**src/rtl/sxts_pkg.sv**
```systemverilog
`timescale 1ns / 1ps
package sxts_pkg;

  // One text byte, or the end-of-text marker.
  typedef struct packed {
    logic [7:0] text_byte;
    logic       end_marker;
  } in_word_t;

  // One token report.
  typedef struct packed {
    logic [3:0]  tok_kind;
    logic [15:0] tok_start;
    logic [15:0] tok_length;
    logic        text_done;
    logic        last_of_run;
  } out_word_t;

  // Up to two words written into the queue in one cycle.
  typedef struct packed {
    logic      vld0;
    logic      vld1;
    out_word_t w0;
    out_word_t w1;
  } q_push_t;

  // Oldest word waiting in the queue.
  typedef struct packed {
    logic      valid;
    out_word_t word;
  } q_head_t;

endpackage

```
**src/rtl/sxts_front.sv**
```systemverilog
`timescale 1ns / 1ps
module sxts_front import sxts_pkg::*; #(
  parameter int POSITION_BITS = 16
) (
  input  logic     clk,
  input  logic     rst_n,
  input  logic     accept,
  input  in_word_t in_data,
  output q_push_t  push
);

  localparam int PB = POSITION_BITS;
  localparam logic [PB-1:0] POS_MAX = '1;

  localparam logic [1:0] MODE_IDLE   = 2'd0;
  localparam logic [1:0] MODE_SYMBOL = 2'd1;
  localparam logic [1:0] MODE_STRING = 2'd2;

  localparam logic [1:0] QUOTE_DOUBLE = 2'd0;
  localparam logic [1:0] QUOTE_SINGLE = 2'd1;
  localparam logic [1:0] QUOTE_SLASH  = 2'd2;

  localparam logic [3:0] KIND_LPAREN   = 4'd0;
  localparam logic [3:0] KIND_RPAREN   = 4'd1;
  localparam logic [3:0] KIND_LBRACKET = 4'd2;
  localparam logic [3:0] KIND_RBRACKET = 4'd3;
  localparam logic [3:0] KIND_LANGLE   = 4'd4;
  localparam logic [3:0] KIND_RANGLE   = 4'd5;
  localparam logic [3:0] KIND_SYMBOL   = 4'd6;
  localparam logic [3:0] KIND_NUMBER   = 4'd7;
  localparam logic [3:0] KIND_DOT      = 4'd8;
  localparam logic [3:0] KIND_DQ_STR   = 4'd9;
  localparam logic [3:0] KIND_BROKEN   = 4'd12;

  localparam logic [7:0] CH_LPAREN    = 8'h28;
  localparam logic [7:0] CH_RPAREN    = 8'h29;
  localparam logic [7:0] CH_LBRACKET  = 8'h5B;
  localparam logic [7:0] CH_RBRACKET  = 8'h5D;
  localparam logic [7:0] CH_LANGLE    = 8'h3C;
  localparam logic [7:0] CH_RANGLE    = 8'h3E;
  localparam logic [7:0] CH_DQUOTE    = 8'h22;
  localparam logic [7:0] CH_SQUOTE    = 8'h27;
  localparam logic [7:0] CH_SLASH     = 8'h2F;
  localparam logic [7:0] CH_BACKSLASH = 8'h5C;
  localparam logic [7:0] CH_DOT       = 8'h2E;
  localparam logic [7:0] CH_SPACE     = 8'h20;
  localparam logic [7:0] CH_TAB       = 8'h09;
  localparam logic [7:0] CH_CR        = 8'h0D;
  localparam logic [7:0] CH_ZERO      = 8'h30;
  localparam logic [7:0] CH_NINE      = 8'h39;

  function automatic logic [PB-1:0] sat_inc(input logic [PB-1:0] v);
    return (v == POS_MAX) ? v : v + 1'b1;
  endfunction

  function automatic logic is_space(input logic [7:0] c);
    return (c == CH_SPACE) || (c >= CH_TAB && c <= CH_CR);
  endfunction

  function automatic logic is_digit(input logic [7:0] c);
    return (c >= CH_ZERO) && (c <= CH_NINE);
  endfunction

  function automatic logic is_single(input logic [7:0] c);
    return (c == CH_LPAREN) || (c == CH_RPAREN) || (c == CH_LBRACKET) ||
           (c == CH_RBRACKET) || (c == CH_LANGLE) || (c == CH_RANGLE);
  endfunction

  function automatic logic [3:0] single_code(input logic [7:0] c);
    logic [3:0] k;
    case (c)
      CH_LPAREN:   k = KIND_LPAREN;
      CH_RPAREN:   k = KIND_RPAREN;
      CH_LBRACKET: k = KIND_LBRACKET;
      CH_RBRACKET: k = KIND_RBRACKET;
      CH_LANGLE:   k = KIND_LANGLE;
      default:     k = KIND_RANGLE;
    endcase
    return k;
  endfunction

  function automatic logic is_quote(input logic [7:0] c);
    return (c == CH_DQUOTE) || (c == CH_SQUOTE) || (c == CH_SLASH);
  endfunction

  function automatic logic [1:0] quote_code(input logic [7:0] c);
    logic [1:0] q;
    case (c)
      CH_DQUOTE: q = QUOTE_DOUBLE;
      CH_SQUOTE: q = QUOTE_SINGLE;
      default:   q = QUOTE_SLASH;
    endcase
    return q;
  endfunction

  logic [1:0]    mode_r,   mode_nxt;
  logic [1:0]    quote_r,  quote_nxt;
  logic          esc_r,    esc_nxt;
  logic          digits_r, digits_nxt;
  logic          dot_r,    dot_nxt;
  logic          match_r,  match_nxt;
  logic [PB-1:0] start_r,  start_nxt;
  logic [PB-1:0] len_r,    len_nxt;
  logic [PB-1:0] pos_r,    pos_nxt;

  logic [7:0]    b;
  logic [7:0]    qc;
  logic [3:0]    sym_kind;
  logic [PB-1:0] len_inc;
  logic          p_vld, bb_vld, bb_go;
  out_word_t     p_word, bb_word;

  assign b        = in_data.text_byte;
  assign len_inc  = sat_inc(len_r);
  assign sym_kind = digits_r ? KIND_NUMBER :
                    (dot_r && len_r == PB'(1)) ? KIND_DOT : KIND_SYMBOL;

  always_comb begin
    case (quote_r)
      QUOTE_DOUBLE: qc = CH_DQUOTE;
      QUOTE_SINGLE: qc = CH_SQUOTE;
      default:      qc = CH_SLASH;
    endcase
  end

  always_comb begin
    mode_nxt   = mode_r;
    quote_nxt  = quote_r;
    esc_nxt    = esc_r;
    digits_nxt = digits_r;
    dot_nxt    = dot_r;
    match_nxt  = match_r;
    start_nxt  = start_r;
    len_nxt    = len_r;
    pos_nxt    = pos_r;
    p_vld      = 1'b0;
    p_word     = '0;
    bb_vld     = 1'b0;
    bb_word    = '0;
    bb_go      = 1'b0;
    if (accept) begin
      if (in_data.end_marker) begin
        // flush whatever is open, then restart the text
        p_vld            = 1'b1;
        p_word.text_done = 1'b1;
        case (mode_r)
          MODE_SYMBOL: begin
            p_word.tok_kind   = sym_kind;
            p_word.tok_start  = 16'(start_r);
            p_word.tok_length = 16'(len_r);
          end
          MODE_STRING: begin
            p_word.tok_kind   = (len_r > PB'(1) && match_r) ?
                                KIND_DQ_STR + {2'b00, quote_r} : KIND_BROKEN;
            p_word.tok_start  = 16'(start_r);
            p_word.tok_length = 16'(len_r);
          end
          default: begin
            p_word.tok_kind   = KIND_LPAREN;
            p_word.tok_start  = 16'(pos_r);
            p_word.tok_length = 16'd0;
          end
        endcase
        mode_nxt   = MODE_IDLE;
        quote_nxt  = QUOTE_DOUBLE;
        esc_nxt    = 1'b0;
        digits_nxt = 1'b0;
        dot_nxt    = 1'b0;
        match_nxt  = 1'b0;
        start_nxt  = '0;
        len_nxt    = '0;
        pos_nxt    = '0;
      end else begin
        case (mode_r)
          MODE_STRING: begin
            len_nxt   = len_inc;
            match_nxt = (b == qc);
            if (esc_r) begin
              esc_nxt = 1'b0;
            end else if (b == CH_BACKSLASH && quote_r != QUOTE_SINGLE) begin
              esc_nxt = 1'b1;
            end else if (b == qc) begin
              p_vld             = 1'b1;
              p_word.tok_kind   = KIND_DQ_STR + {2'b00, quote_r};
              p_word.tok_start  = 16'(start_r);
              p_word.tok_length = 16'(len_inc);
              mode_nxt          = MODE_IDLE;
            end
          end
          MODE_SYMBOL: begin
            if (is_space(b) || is_single(b) || is_quote(b)) begin
              p_vld             = 1'b1;
              p_word.tok_kind   = sym_kind;
              p_word.tok_start  = 16'(start_r);
              p_word.tok_length = 16'(len_r);
              mode_nxt          = MODE_IDLE;
              bb_go             = 1'b1;
            end else begin
              len_nxt    = len_inc;
              digits_nxt = digits_r && is_digit(b);
            end
          end
          default: begin
            bb_go = 1'b1;
          end
        endcase
        // start of a new token, or a one-byte token
        if (bb_go && !is_space(b)) begin
          if (is_single(b)) begin
            bb_vld             = 1'b1;
            bb_word.tok_kind   = single_code(b);
            bb_word.tok_start  = 16'(pos_r);
            bb_word.tok_length = 16'd1;
          end else begin
            start_nxt = pos_r;
            len_nxt   = PB'(1);
            if (is_quote(b)) begin
              mode_nxt  = MODE_STRING;
              quote_nxt = quote_code(b);
              esc_nxt   = 1'b0;
              match_nxt = 1'b1;
            end else begin
              mode_nxt   = MODE_SYMBOL;
              digits_nxt = is_digit(b);
              dot_nxt    = (b == CH_DOT);
            end
          end
        end
        pos_nxt = sat_inc(pos_r);
      end
    end
  end

  always_comb begin
    push.vld0           = p_vld | bb_vld;
    push.vld1           = p_vld & bb_vld;
    push.w0             = p_vld ? p_word : bb_word;
    push.w0.last_of_run = ~(p_vld & bb_vld);
    push.w1             = bb_word;
    push.w1.last_of_run = 1'b1;
  end

  always_ff @(posedge clk) begin
    if (!rst_n) begin
      mode_r   <= MODE_IDLE;
      quote_r  <= QUOTE_DOUBLE;
      esc_r    <= 1'b0;
      digits_r <= 1'b0;
      dot_r    <= 1'b0;
      match_r  <= 1'b0;
      start_r  <= '0;
      len_r    <= '0;
      pos_r    <= '0;
    end else begin
      mode_r   <= mode_nxt;
      quote_r  <= quote_nxt;
      esc_r    <= esc_nxt;
      digits_r <= digits_nxt;
      dot_r    <= dot_nxt;
      match_r  <= match_nxt;
      start_r  <= start_nxt;
      len_r    <= len_nxt;
      pos_r    <= pos_nxt;
    end
  end

  // A second word only ever follows a flushed symbol, and only it closes the run.
  a_pair_order: assert property (@(posedge clk) disable iff (!rst_n)
    push.vld1 |-> (push.vld0 && !push.w0.last_of_run &&
                   push.w0.tok_kind == KIND_SYMBOL ||
                   push.vld0 && !push.w0.last_of_run &&
                   push.w0.tok_kind == KIND_NUMBER ||
                   push.vld0 && !push.w0.last_of_run &&
                   push.w0.tok_kind == KIND_DOT))
    else $error("second word without a flushed symbol ahead of it");

  // End of text leaves the scanner idle at position zero with no escape pending.
  a_end_clears: assert property (@(posedge clk) disable iff (!rst_n)
    accept && in_data.end_marker |=> (mode_r == MODE_IDLE && !esc_r && pos_r == '0))
    else $error("end of text left scanner state behind");

endmodule

```
**src/rtl/sxts_queue.sv**
```systemverilog
`timescale 1ns / 1ps
module sxts_queue import sxts_pkg::*; #(
  parameter int DEPTH = 4
) (
  input  logic    clk,
  input  logic    rst_n,
  input  q_push_t push,
  input  logic    pop,
  output q_head_t head,
  output logic    room2
);

  localparam int PW = (DEPTH > 1) ? $clog2(DEPTH) : 1;
  localparam int CW = $clog2(DEPTH + 1);

  function automatic logic [PW-1:0] ptr_inc(input logic [PW-1:0] p);
    return (p == PW'(DEPTH - 1)) ? '0 : p + 1'b1;
  endfunction

  out_word_t     mem_r [DEPTH];
  logic [PW-1:0] head_r, head_nxt;
  logic [PW-1:0] tail_r, tail_nxt;
  logic [CW-1:0] count_r, count_nxt;
  logic [PW-1:0] tail1;

  assign tail1      = ptr_inc(tail_r);
  assign head.valid = (count_r != '0);
  assign head.word  = mem_r[head_r];
  assign room2      = (count_r <= CW'(DEPTH - 2));

  always_comb begin
    head_nxt  = pop ? ptr_inc(head_r) : head_r;
    tail_nxt  = push.vld1 ? ptr_inc(tail1) : (push.vld0 ? tail1 : tail_r);
    count_nxt = count_r + CW'(push.vld0) + CW'(push.vld1) - CW'(pop);
  end

  always_ff @(posedge clk) begin
    if (push.vld0) begin
      mem_r[tail_r] <= push.w0;
    end
    if (push.vld1) begin
      mem_r[tail1] <= push.w1;
    end
  end

  always_ff @(posedge clk) begin
    if (!rst_n) begin
      head_r  <= '0;
      tail_r  <= '0;
      count_r <= '0;
    end else begin
      head_r  <= head_nxt;
      tail_r  <= tail_nxt;
      count_r <= count_nxt;
    end
  end

  a_no_overflow: assert property (@(posedge clk) disable iff (!rst_n)
    count_r <= CW'(DEPTH))
    else $error("queue holds more words than it has entries");

  a_no_underflow: assert property (@(posedge clk) disable iff (!rst_n)
    pop |-> count_r != '0)
    else $error("pop from an empty queue");

endmodule

```
**src/rtl/sxts_back.sv**
```systemverilog
`timescale 1ns / 1ps
module sxts_back import sxts_pkg::*; (
  input  logic      clk,
  input  logic      rst_n,
  input  q_head_t   head,
  output logic      pop,
  output logic      out_valid,
  input  logic      out_ready,
  output out_word_t out_data
);

  logic      valid_r, valid_nxt;
  out_word_t word_r;

  // load a new word whenever the register is empty or being drained
  assign pop       = head.valid && (!valid_r || out_ready);
  assign valid_nxt = pop ? 1'b1 : (valid_r && !out_ready);
  assign out_valid = valid_r;
  assign out_data  = word_r;

  always_ff @(posedge clk) begin
    if (pop) begin
      word_r <= head.word;
    end
  end

  always_ff @(posedge clk) begin
    if (!rst_n) begin
      valid_r <= 1'b0;
    end else begin
      valid_r <= valid_nxt;
    end
  end

endmodule

```
**src/rtl/sexpr_token_scanner.sv**
```systemverilog
`timescale 1ns / 1ps
// S-expression token scanner.
//
// Input channel (in_valid/in_ready/in_data): one word per text byte; a word
// with end_marker set closes the text, flushes any open token and restarts
// positions at zero. Result channel (out_valid/out_ready/out_data): one word
// per token with its kind, start and length; text_done marks the word for
// the end marker and last_of_run marks the final word an input word caused.
//
// Throughput: one input word per cycle while in_ready is high. A byte that
// ends a symbol and is itself a one-byte token yields two result words; the
// output register drains one word per cycle while out_ready is high, so the
// second word leaves behind the first. The queue is written at the edge that
// takes the input, and the output register loads from the queue when it is
// empty or being drained, so each result passes through both in turn.
//
// The front scanner writes up to two words per cycle into a small queue;
// in_ready drops while fewer than two queue entries are free, so a stalled
// receiver backs up into the queue first and then into the sender.
// Reset empties the queue and output register and puts the scanner between
// tokens at position zero.
module sexpr_token_scanner import sxts_pkg::*; #(
  parameter int POSITION_BITS = 16,
  parameter int QUEUE_DEPTH   = 4
) (
  input  logic      clk,
  input  logic      rst_n,
  input  logic      in_valid,
  output logic      in_ready,
  input  in_word_t  in_data,
  output logic      out_valid,
  input  logic      out_ready,
  output out_word_t out_data
);

  logic    accept;
  logic    room2;
  logic    pop;
  q_push_t push;
  q_head_t head;

  // take a byte only when the queue can hold both words it might produce
  assign in_ready = room2;
  assign accept   = in_valid && in_ready;

  sxts_front #(
    .POSITION_BITS (POSITION_BITS)
  ) u_front (
    .clk     (clk),
    .rst_n   (rst_n),
    .accept  (accept),
    .in_data (in_data),
    .push    (push)
  );

  sxts_queue #(
    .DEPTH (QUEUE_DEPTH)
  ) u_queue (
    .clk   (clk),
    .rst_n (rst_n),
    .push  (push),
    .pop   (pop),
    .head  (head),
    .room2 (room2)
  );

  sxts_back u_back (
    .clk       (clk),
    .rst_n     (rst_n),
    .head      (head),
    .pop       (pop),
    .out_valid (out_valid),
    .out_ready (out_ready),
    .out_data  (out_data)
  );

  // The end-of-text word is always the last one of its run.
  a_done_is_last: assert property (@(posedge clk) disable iff (!rst_n)
    out_valid && out_data.text_done |-> out_data.last_of_run)
    else $error("text_done word not marked last of run");

  // Nothing is written into the queue unless a byte was taken.
  a_push_needs_accept: assert property (@(posedge clk) disable iff (!rst_n)
    push.vld0 |-> accept)
    else $error("queue write without an accepted byte");

endmodule

```
**config.mk**
```make
export PLATFORM = sky130hd
export DESIGN_NAME = sexpr_token_scanner
export DESIGN_NICKNAME = d
export VERILOG_FILES = /design/src/rtl/sxts_pkg.sv /design/src/rtl/sxts_front.sv /design/src/rtl/sxts_queue.sv /design/src/rtl/sxts_back.sv /design/src/rtl/sexpr_token_scanner.sv
export SDC_FILE = /design/constraint.sdc
export NUM_CORES = 1
export LEC_CHECK = 0
export BUFFER_PORTS_ARGS = -buffer_cell sky130_fd_sc_hd__buf_2
export CAP_MARGIN = 20
export CORE_AREA = 2 2 179 181
export DETAILED_ROUTE_END_ITERATION = 7
export DIE_AREA = 0 0 181 183
export GPL_TIMING_DRIVEN = 0
export PLACE_DENSITY = 0.66
export RECOVER_POWER = 25
export REMOVE_ABC_BUFFERS = 1
export SLEW_MARGIN = 10
export SYNTH_ARGS = -nofsm -noshare
export SYNTH_HDL_FRONTEND = slang
export SYNTH_SLANG_ARGS = --single-unit
export TNS_END_PERCENT = 1
```
**constraint.sdc**
```tcl
create_clock -name clk -period 3.65 [get_ports clk]
set_input_delay 0.1825 -clock clk [delete_from_list [all_inputs] [get_ports clk]]
set_output_delay 0.1825 -clock clk [all_outputs]
set_load 0.01 [all_outputs]
```
# Yosys cells after proc, flatten, opt, wreduce, memory -nomap -nowiden
# Memories as Yosys holds them, arrays and structs flattened. A register that Yosys moved wholly into a read port is not among the register bits.
# Index checks and enable logic that the tools add are counted.
[word_totals] n_memories=1 word_cells=181 ram_bits=152 out_inout_bits=40 register_bits=64 in_bits=13
[memory_table] memory="u_queue.mem_r" words=4 width=38 read_ports=1 rd_clocked_by_memory_dff=1 wr=2 line_no="sxts_queue.sv:20" source="out_word_t mem_r [DEPTH];"
[classes] n_lt_le_gt_ge=6 mux=90 add_sub_neg=9 n_bitwise=3 n_reduce_logical=33 eq_ne=26
[op_table] operator="36-bit two-way mux" count=9
[op_table] operator="16-bit two-way mux" count=10
[op_table] operator="36-bit one-hot mux with 2 select lines" count=2
[op_table] operator="8-bit by 6-bit equality test with 1-bit output, second input constant" count=9
[op_table] operator="1-bit two-way mux" count=40
[op_table] operator="38-bit two-way mux" count=1
[op_table] operator="37-bit two-way mux" count=1
[op_table] operator="2-bit two-way mux" count=17
[op_table] operator="16-bit by 1-bit adder with 16-bit output, second input constant" count=2
[op_table] operator="16-bit equality test, second input constant" count=2
[op_table] operator="16-bit one-hot mux with 2 select lines" count=1
[op_table] operator="8-bit by 7-bit equality test with 1-bit output, second input constant" count=3
[op_table] operator="16-bit by 1-bit equality test with 1-bit output, second input constant" count=1
[op_table] operator="16-bit by 1-bit > comparator with 1-bit output, second input constant" count=1
[op_table] operator="3-bit one-hot mux with 5 select lines" count=1
[op_table] operator="4-bit two-way mux" count=3
[op_table] operator="1-bit logical OR" count=11
[op_table] operator="1-bit logical AND" count=10
[op_table] operator="2-bit equality test, second input constant" count=4
[op_table] operator="8-bit by 6-bit equality test with 1-bit output" count=1
[op_table] operator="8-bit by 4-bit >= comparator with 1-bit output, second input constant" count=1
[op_table] operator="8-bit by 6-bit >= comparator with 1-bit output, second input constant" count=1
[op_table] operator="8-bit by 4-bit <= comparator with 1-bit output, second input constant" count=1
[op_table] operator="8-bit by 6-bit <= comparator with 1-bit output, second input constant" count=1
[op_table] operator="other kinds (21)" count=34

# Longest topological paths before layout
# Gate-level depths: netlist (run 1).
[depth] depth_word=20 mapped_depth=14 depth_no_buf=14

# Modules after synthesis
# From an unflattened synthesis (run 1), not the netlist that was laid out.
[hier_totals] cells_unflattened=1020 hier_area_um2=13524.2
[by_module_without_submodules] module="sxts_queue" seq_area_each_um2=4744.6 area_per_inst_um2=7806.2 n_inst=1 cells_each=423
[by_module_without_submodules] module="sxts_front" seq_area_each_um2=1121.1 area_per_inst_um2=4523.1 n_inst=1 cells_each=554
[by_module_without_submodules] module="sxts_back" seq_area_each_um2=1161.1 area_per_inst_um2=1188.6 n_inst=1 cells_each=42
[by_module_without_submodules] module="sexpr_token_scanner" seq_area_each_um2=0.0 area_per_inst_um2=6.3 n_inst=1 cells_each=1

# Least setup slack after synthesis (run 1)
# Ideal clock, no wire load.
[synth_timing] path_kind="register -> register" startpoint="reg u_queue.count_r[0]" endpoint="reg u_queue.count_r[2]" setup_ns=0.128 n_path_buf=0 period_less_slack_ns=3.995 stages_incl_launch_ff=9 required_ns=3.522 path_slack_ns=-0.345 arrival_time_ns=3.867 cell_sequence="dfxtp_1 nor3_1 a21oi_1 ha_1 inv_1 fa_1 fa_1 xor2_1 nor2_1"
[synth_between] word_cells_on_any_way=11 cone_classes="add/sub: 3; order compare: 1; mux: 2; bitwise: 2; reduce/logical: 3"
[synth_rtl] item="from (decl)" line_no="sxts_queue.sv:23" source="logic [CW-1:0] count_r, count_nxt;"
[synth_rtl] item="from (signal assigned)" line_no="sxts_queue.sv:54" source="count_r <= count_nxt;"
[synth_rtl] item="3-bit nonzero test" line_no="sxts_queue.sv:27" source="assign head.valid = (count_r != '0);"
[synth_rtl] item="1-bit logical AND" line_no="sxts_back.sv:16" source="assign pop = head.valid && (!valid_r || out_ready);"
[synth_rtl] item="net pop" line_no="sexpr_token_scanner.sv:38" source="logic pop;"
[synth_rtl] item="3-bit by 1-bit subtractor with 3-bit output" line_no="sxts_queue.sv:34" source="count_nxt = count_r + CW'(push.vld0) + CW'(push.vld1) - CW'(pop);"
# The timed path passes the listed nets, and every way through them passes these cells.
# A chain may end at the register's enable or synchronous reset.

==> flow_metrics.py, run 1 <==
metrics = {
    "global_route": {
        "grt_pass1_wl_microns": 52400,
        "globalRouteMet1Util": 0.278,
        "grt-ovfl-total": 0,
        "top_usage_layer": "met2",
        "grt_max_degree": 64,
        "grtUsageMet3": 0.0274,
        "antenna_found_initial": 1,
        "grt_use_total": 0.198,
        "grt_pass1_vias": 9004,
        "grt_use_met2": 0.329,
    },
    "synth": {
        "ys_top_cells_by_area": "edfxtp_1, dfxtp_1, mux4_2",
        "synth.top_cell.area_share": 0.289,
        "netlist.top_cell.by_area": "edfxtp_1",
        "ys_ff_latch": 254,
        "synth_edf_count": 118,
        "syn_inst": 1119,
        "synth.avg_cell_area_sq_um": 11.0,
        "ys_types": 77,
        "synth-async-reset-ratio": 0,
        "ys.flop_type": "dfxtp_1",
        "netlist_area_sq_mm": 0.0123,
        "yosysWarningCount": 0,
        "ys_seq_area_frac": 0.510,
    },
    "finish": {
        "diodes": 0,
        "layout.cells.most_common": "dfxtp_1",
        "final_cell_mix": "dfxtp_1, nand2_1, edfxtp_1",
        "nNetsFinal": 1171,
        "syn2layout_area_growth_pct": 12.4,
        "fin_area_sq_mm": 0.0138,
        "utilization": 0.442,
        "layout-drive-gt1-share": 0.125,
    },
    "sta": {
        "finalSetupTns_ns": -2.34,
        "slew_viol_final": 0,
        "clock.fmax_mhz": 268,
        "setup_viol": 62,
        "fin_crit_sh": 1.02,
        "fin_skew_ns": 0.0103,
        "min_period_ns": 3.73,
        "whs_ns": 0.0440,
        "worst_slack_ns": -0.0827,
        "hold_violations": 0,
        "max_slew.worst_pin.slew_ns": 1.20,
        "rsz0062_at_grt": "true",
        "max_slew_margin": 0.202,
    },
    "place": {
        "place_area_sq_mm": 0.0129,
        "io_buffers": 52,
        "gp_congestion": 0.914,
        "dp_hpwl_microns": 21400,
    },
    "power": {
        "ir_drop_uv": 351,
        "p_comb_frac": 0.228,
        "p_switching_mw": 2.41,
        "netSwitchingFraction": 0.303,
        "power_leakage_nw": 4.47,
        "clock_power_share": 0.321,
        "internal_power_mw": 5.55,
        "cellPowerDensity_mw_per_mm2": 577,
        "seqPwrFrac": 0.451,
    },
    "floorplanning": {
        "row_count": 65,
        "die_x_microns": 181,
        "initial_core_util": 0.393,
        "fp.coreArea_sq_mm": 0.0312,
        "pin_count": 53,
        "fp.dieH_microns": 183,
        "dieArea_sq_mm": 0.0331,
    },
    "critical_path": {
        "critPathMaxStageDelay_ns": 0.60,
        "required_ns": 3.81,
        "cp_common_cell": "inv_1",
        "crit_fanout": 17,
        "cp.arrival_ns": 3.89,
        "crit_chain": "inv_1 > ha_1 > inv_1 > a211oi_2 > o31ai_2 > a21boi_0 > nor2_4 > clkinvlp_4",
        "crit_family": "buffers and inverters",
        "slowest_stage": "nor2_4",
        "start_kind": "register",
        "critPathBufInv": 3,
        "crit_type": "reg -> reg",
        "worst_setup_path_end_kind": "register",
    },
    "detailed_routing": {
        "drt_pre_antenna_iters": 6,
        "drc_errors": 0,
        "drtIter0Drc": 1072,
        "via_per_inst": 6.15,
        "vias": 9597,
        "drt-total-wl_microns": 33400,
        "wl_per_cell_microns": 21.4,
        "ant_nets": 0,
    },
    "cts": {
        "cts_tree": "built",
        "clk_pin_slew_ns": 0.06,
        "ctsLongestPathBuffers": 3,
        "cts_buffers": 26,
        "htree_levels": 1,
        "clock_sinks": 254,
        "clock-root-buffer": "clkbuf_16",
        "clkLatencyLatePin_ns": 0.53,
    },
    "worst_hold_path": {
        "hold_path.class": "in -> reg",
    },
    "run_status": {
        "violations": "setup timing",
        "status": "finished, violations left",
    },
    "flow_run": {
        "cap_violations": 0,
    },
}
cells by family after synthesis:
logic type	after synthesis	share of synthesized area
AO/OA/AOI/OAI	335	0.206
XOR/XNOR	14	0.00999
adder cells (fa/ha/maj)	20	0.0216
buffers and inverters	114	0.0415
flip-flops	254	0.510
multiplexers	44	0.0746
AND/OR/NAND/NOR	338	0.136
path summary, 6_finish.rpt:
kind	startpoint	endpoint	slack (ns)	cells after the start
worst max-delay path	u_front.mode_r[1]	u_queue.mem_r[1][35]	-0.08	8
worst min-delay path	in_data[4]	u_front.quote_r[0]	0.04	2
worst max register to register	u_front.mode_r[1]	u_queue.mem_r[1][35]	-0.08	8
worst min register to register	u_queue.mem_r[2][16]	u_queue.mem_r[2][16]	0.45	2
through the flow:
step                      total power [mW]  instances  setup slack, ns
final                                 7.96       1560          -0.0827
after global routing                  8.31       1560           -0.299
after CTS                             8.07       1554          -0.0843
after detailed placement              5.51       1501           -0.628
after global placement                5.40       1491            -1.85
after floorplan                       4.75       1037           -0.342
flip-flops by register name, indices dropped and copies added (netlist names):
register	cells
u_back.out_data	38
u_queue.count_r	3
u_queue.head_r	2
u_front.pos_r	16
u_back.out_valid	1
u_front.len_r	16
u_front.dot_r	1
u_queue.mem_r	152
u_front.mode_r	2
u_front.match_r	1
u_front.digits_r	1
u_front.esc_r	1
u_front.start_r	16
u_queue.tail_r	2
u_front.quote_r	2
cells in the mapped netlist (all sizes together) (18+ instances only):
master / count
mux4: 38
a22o: 24
a21oi: 51
inv: 32
ha: 18
edfxtp: 118
clkbuf: 51
dfxtp: 136
nand2: 125
o21ai: 55
buf: 31
nand3: 38
nor2: 64
o2bb2ai: 30
a32o: 64
nand4: 21
worst register-to-register path, cell delays in order, from the launching register on:
cell	delay, ns
dfxtp_1	0.37
inv_1	0.06
ha_1	0.32
inv_1	0.45
a211oi_2	0.18
o31ai_2	0.47
a21boi_0	0.36
nor2_4	0.60
clkinvlp_4	0.55
final cells by class:
cell class / instances / area, sq um
Clock buffer: 35 / 726
Clock inverter: 13 / 87.6
Fill cell: 2968 / 17400
Inverter: 32 / 131
Multi-Input combinational cell: 751 / 5620
Sequential cell: 254 / 6270
Tap cell: 402 / 503
Timing Repair Buffer: 70 / 430
Timing Repair inverter: 3 / 22.5
repair_timing:
| item | CTS | global route |
|---|---|---|
| hold endpoints to repair | 1 | 0 |
| pin swaps | 4 | 2 |
| gates cloned | 3 | 0 |
| hold buffers | 1 | 0 |
| buffers inserted | 1 | 5 |
| gates resized for setup | 13 | 6 |
| setup endpoints to repair | 118 | 131 |
layer usage:
| layer | routed length (microns) | share of wire | up-vias |
|---|---|---|---|
| met5 | 13 | 0.00039 | - |
| met4 | 484 | 0.014 | 2 |
| met3 | 2260 | 0.068 | 48 |
| met2 | 15700 | 0.47 | 395 |
| met1 | 15000 | 0.45 | 4765 |
| li1 | - | - | 4387 |
power by group through the flow:
| stage | Sequential (mW) | Clock, mW | Combinational (mW) |
|---|---|---|---|
| floorplan | 3.84 | 0 | 0.906 |
| global placement | 3.83 | 0 | 1.57 |
| finish | 3.59 | 2.55 | 1.82 |
| detailed placement | 3.66 | 0 | 1.85 |
| CTS | 3.60 | 2.59 | 1.88 |
| global route | 3.63 | 2.71 | 1.97 |
Note: power is estimated with default switching activity, not from simulation.
==> run 2, diff against run 1 <==
--- a/config.mk
+++ b/config.mk
@@ -10,7 +10,7 @@
 export CORE_AREA = 2 2 179 181
 export DETAILED_ROUTE_END_ITERATION = 7
 export DIE_AREA = 0 0 181 183
-export GPL_TIMING_DRIVEN = 0
+export GPL_TIMING_DRIVEN = 1
 export PLACE_DENSITY = 0.66
 export RECOVER_POWER = 25
 export REMOVE_ABC_BUFFERS = 1
@@ -18,4 +18,4 @@
 export SYNTH_ARGS = -nofsm -noshare
 export SYNTH_HDL_FRONTEND = slang
 export SYNTH_SLANG_ARGS = --single-unit
-export TNS_END_PERCENT = 1
+export TNS_END_PERCENT = 100
==> run 2 against run 1 <==
Net effect: the flow finishes with violations (capacitance limit, slew limit); setup slack improved by 0.51 ns; critical path depth rose by 5; final cell count rose by 2.4%; sequential share of layout area decreased by 0.55 points; non-clock buffer count increased by 37; highest routed layer is now met4; first-iteration DRC count is 11% lower; core utilization increased by 0.54 points.
==> flow_metrics.py, run 2 (synthesis results as in run 1) <==
metrics = {
    "finish": {
        "top_register": "u_queue.mem_r",
        "multiInputGateArea_sq_mm": 0.00552,
        "layout-drive-gt1-share": 0.140,
        "layout.cells.most_common": "dfxtp_1",
        "diodes": 0,
        "largest_reg_flops": 152,
        "nFillCells": 2948,
        "nNetsFinal": 1207,
        "register_area_sq_mm": 0.00627,
        "syn2layout_area_growth_pct": 13.7,
        "final_cell_mix": "dfxtp_1, nand2_1, edfxtp_1",
    },
    "sta": {
        "max_slew_margin": -0.145,
        "clock.fmax_mhz": 311,
        "fin_crit_sh": 0.882,
        "min_period_ns": 3.22,
        "fin_skew_ns": 0.0104,
        "max_slew.worst_pin.slew_ns": 1.72,
        "slew_viol_final": 27,
        "whs_ns": 0.0414,
        "setup_viol": 0,
        "hold_violations": 0,
        "rsz0062_at_grt": "false",
    },
    "global_route": {
        "grt_use_total": 0.196,
        "grt_use_met2": 0.319,
        "grt_pass1_wl_microns": 52100,
        "grtUsageMet3": 0.0264,
        "antenna_found_initial": 0,
        "grt_pass1_vias": 9267,
        "globalRouteMet1Util": 0.274,
        "grt-ovfl-total": 0,
        "grt_max_degree": 65,
        "top_usage_layer": "met2",
    },
    "place": {
        "dp_hpwl_microns": 21600,
        "io_buffers": 52,
        "gp_congestion": 0.939,
    },
    "floorplanning": {
        "die_x_microns": 181,
        "row_count": 65,
        "fp.coreArea_sq_mm": 0.0312,
        "pin_count": 53,
        "initial_core_util": 0.393,
        "dieArea_sq_mm": 0.0331,
        "fp.dieH_microns": 183,
    },
    "worst_hold_path": {
        "hold_path_end": "u_front.quote_r[1]",
        "whs_path_depth": 3,
        "min-delay-start": "in_data[3]",
        "hold_path.class": "in -> reg",
    },
    "critical_path": {
        "r2r-end": "u_queue.count_r[2]",
        "cp.arrival_ns": 3.63,
        "start_kind": "register",
        "required_ns": 4.06,
        "reg2regPathDepth": 13,
        "crit_start": "u_front.mode_r[1]",
        "reg2reg_from": "u_front.mode_r[1]",
        "crit_fanout": 9,
        "worst_setup_path_end_kind": "register",
        "crit_type": "reg -> reg",
        "r2r_setup_slack_ns": 0.43,
    },
    "detailed_routing": {
        "drt_pre_antenna_iters": 6,
        "drtIter0Drc": 954,
        "vias": 9594,
        "drt-total-wl_microns": 32900,
        "wl_per_cell_microns": 20.6,
        "via_per_inst": 6.00,
        "drc_errors": 0,
        "ant_nets": 0,
    },
    "run_status": {
        "violations": "capacitance limit, slew limit",
        "status": "finished, violations left",
    },
    "cts": {
        "ctsLongestPathBuffers": 3,
        "post_cts_resized": 0,
        "htree_levels": 1,
        "clock-root-buffer": "clkbuf_16",
        "clkLatencyLatePin_ns": 0.53,
        "post_cts.repair.setup_buffers": 0,
        "clock_sinks": 254,
        "cts_tree": "built",
        "clk_pin_slew_ns": 0.06,
        "cts_hold_buf": 1,
        "cts_buffers": 28,
    },
    "power": {
        "total_power_mw": 8.16,
        "cellPowerDensity_mw_per_mm2": 585,
        "ir_drop_uv": 351,
        "power_leakage_nw": 4.69,
    },
    "flow_run": {
        "cap_violations": 1,
    },
}
[run 2: changes by cell type in the layout (fill, tap and decap cells not counted), moves of 5 or more]
cell        previous run  this run
buf_4                  8        51
clkinv_1               8         0
clkinvlp_4             9         1
clkbuf_1              45        52
nor2_1                57        62
nor2_4                 5         0
[run 2: per-stage QoR]
step / setup WS [ns] / TNS, ns / utilization / instance area, sq um / instances
global placement: 0.432 / 0 / 0.419 / 13100 / 1545
floorplan: -0.342 / -0.851 / - / 11900 / 1037
global route: 0.196 / 0 / 0.447 / 14000 / 1598
finish: 0.430 / 0 / 0.447 / 14000 / 1598
detailed placement: 0.379 / 0 / 0.419 / 13100 / 1545
CTS: 0.444 / 0 / 0.449 / 14000 / 1598
[run 2: worst max path at each step]
stage | end | cells past startpoint
finish | u_queue.count_r[2] | 13
global route | u_queue.count_r[2] | 13
detailed placement | u_queue.count_r[2] | 13
CTS | u_queue.count_r[2] | 14
floorplan | u_queue.count_r[2] | 8
global placement | u_queue.count_r[2] | 13
[run 2: area by class of cell]
class / instances / area share
repair buffers: 107 / 0.0453
flip-flops and latches: 254 / 0.449
clock buffers: 48 / 0.0623
multi-input cells: 751 / 0.395
well taps: 402 / 0.0360
clock inverters: 4 / 0.00394
inverters: 32 / 0.00860
[run 2: critical path, stage by stage (launching register included)]
cell      delay (ns)
dfxtp_1         0.34
inv_1           0.07
ha_1            0.35
inv_1           0.10
a211oi_1        0.51
o31ai_2         0.21
nand2_1         0.13
inv_2           0.06
ha_1            0.27
inv_1           0.05
fa_1            0.39
fa_1            0.39
xor2_1          0.16
nor2_1          0.05
[run 2: metal layers]
metal	wire length (microns)	up-vias
met5	0	-
met4	906	0
met3	2020	70
met2	15300	355
met1	14700	4710
li1	-	4459
[run 2: power by group]
group / switching [mW] / total (mW) / internal (mW)
sequential: 0.263 / 3.67 / 3.41
clock: 1.11 / 2.80 / 1.69
combinational: 1.03 / 1.69 / 0.666
total: 2.40 / 8.16 / 5.76
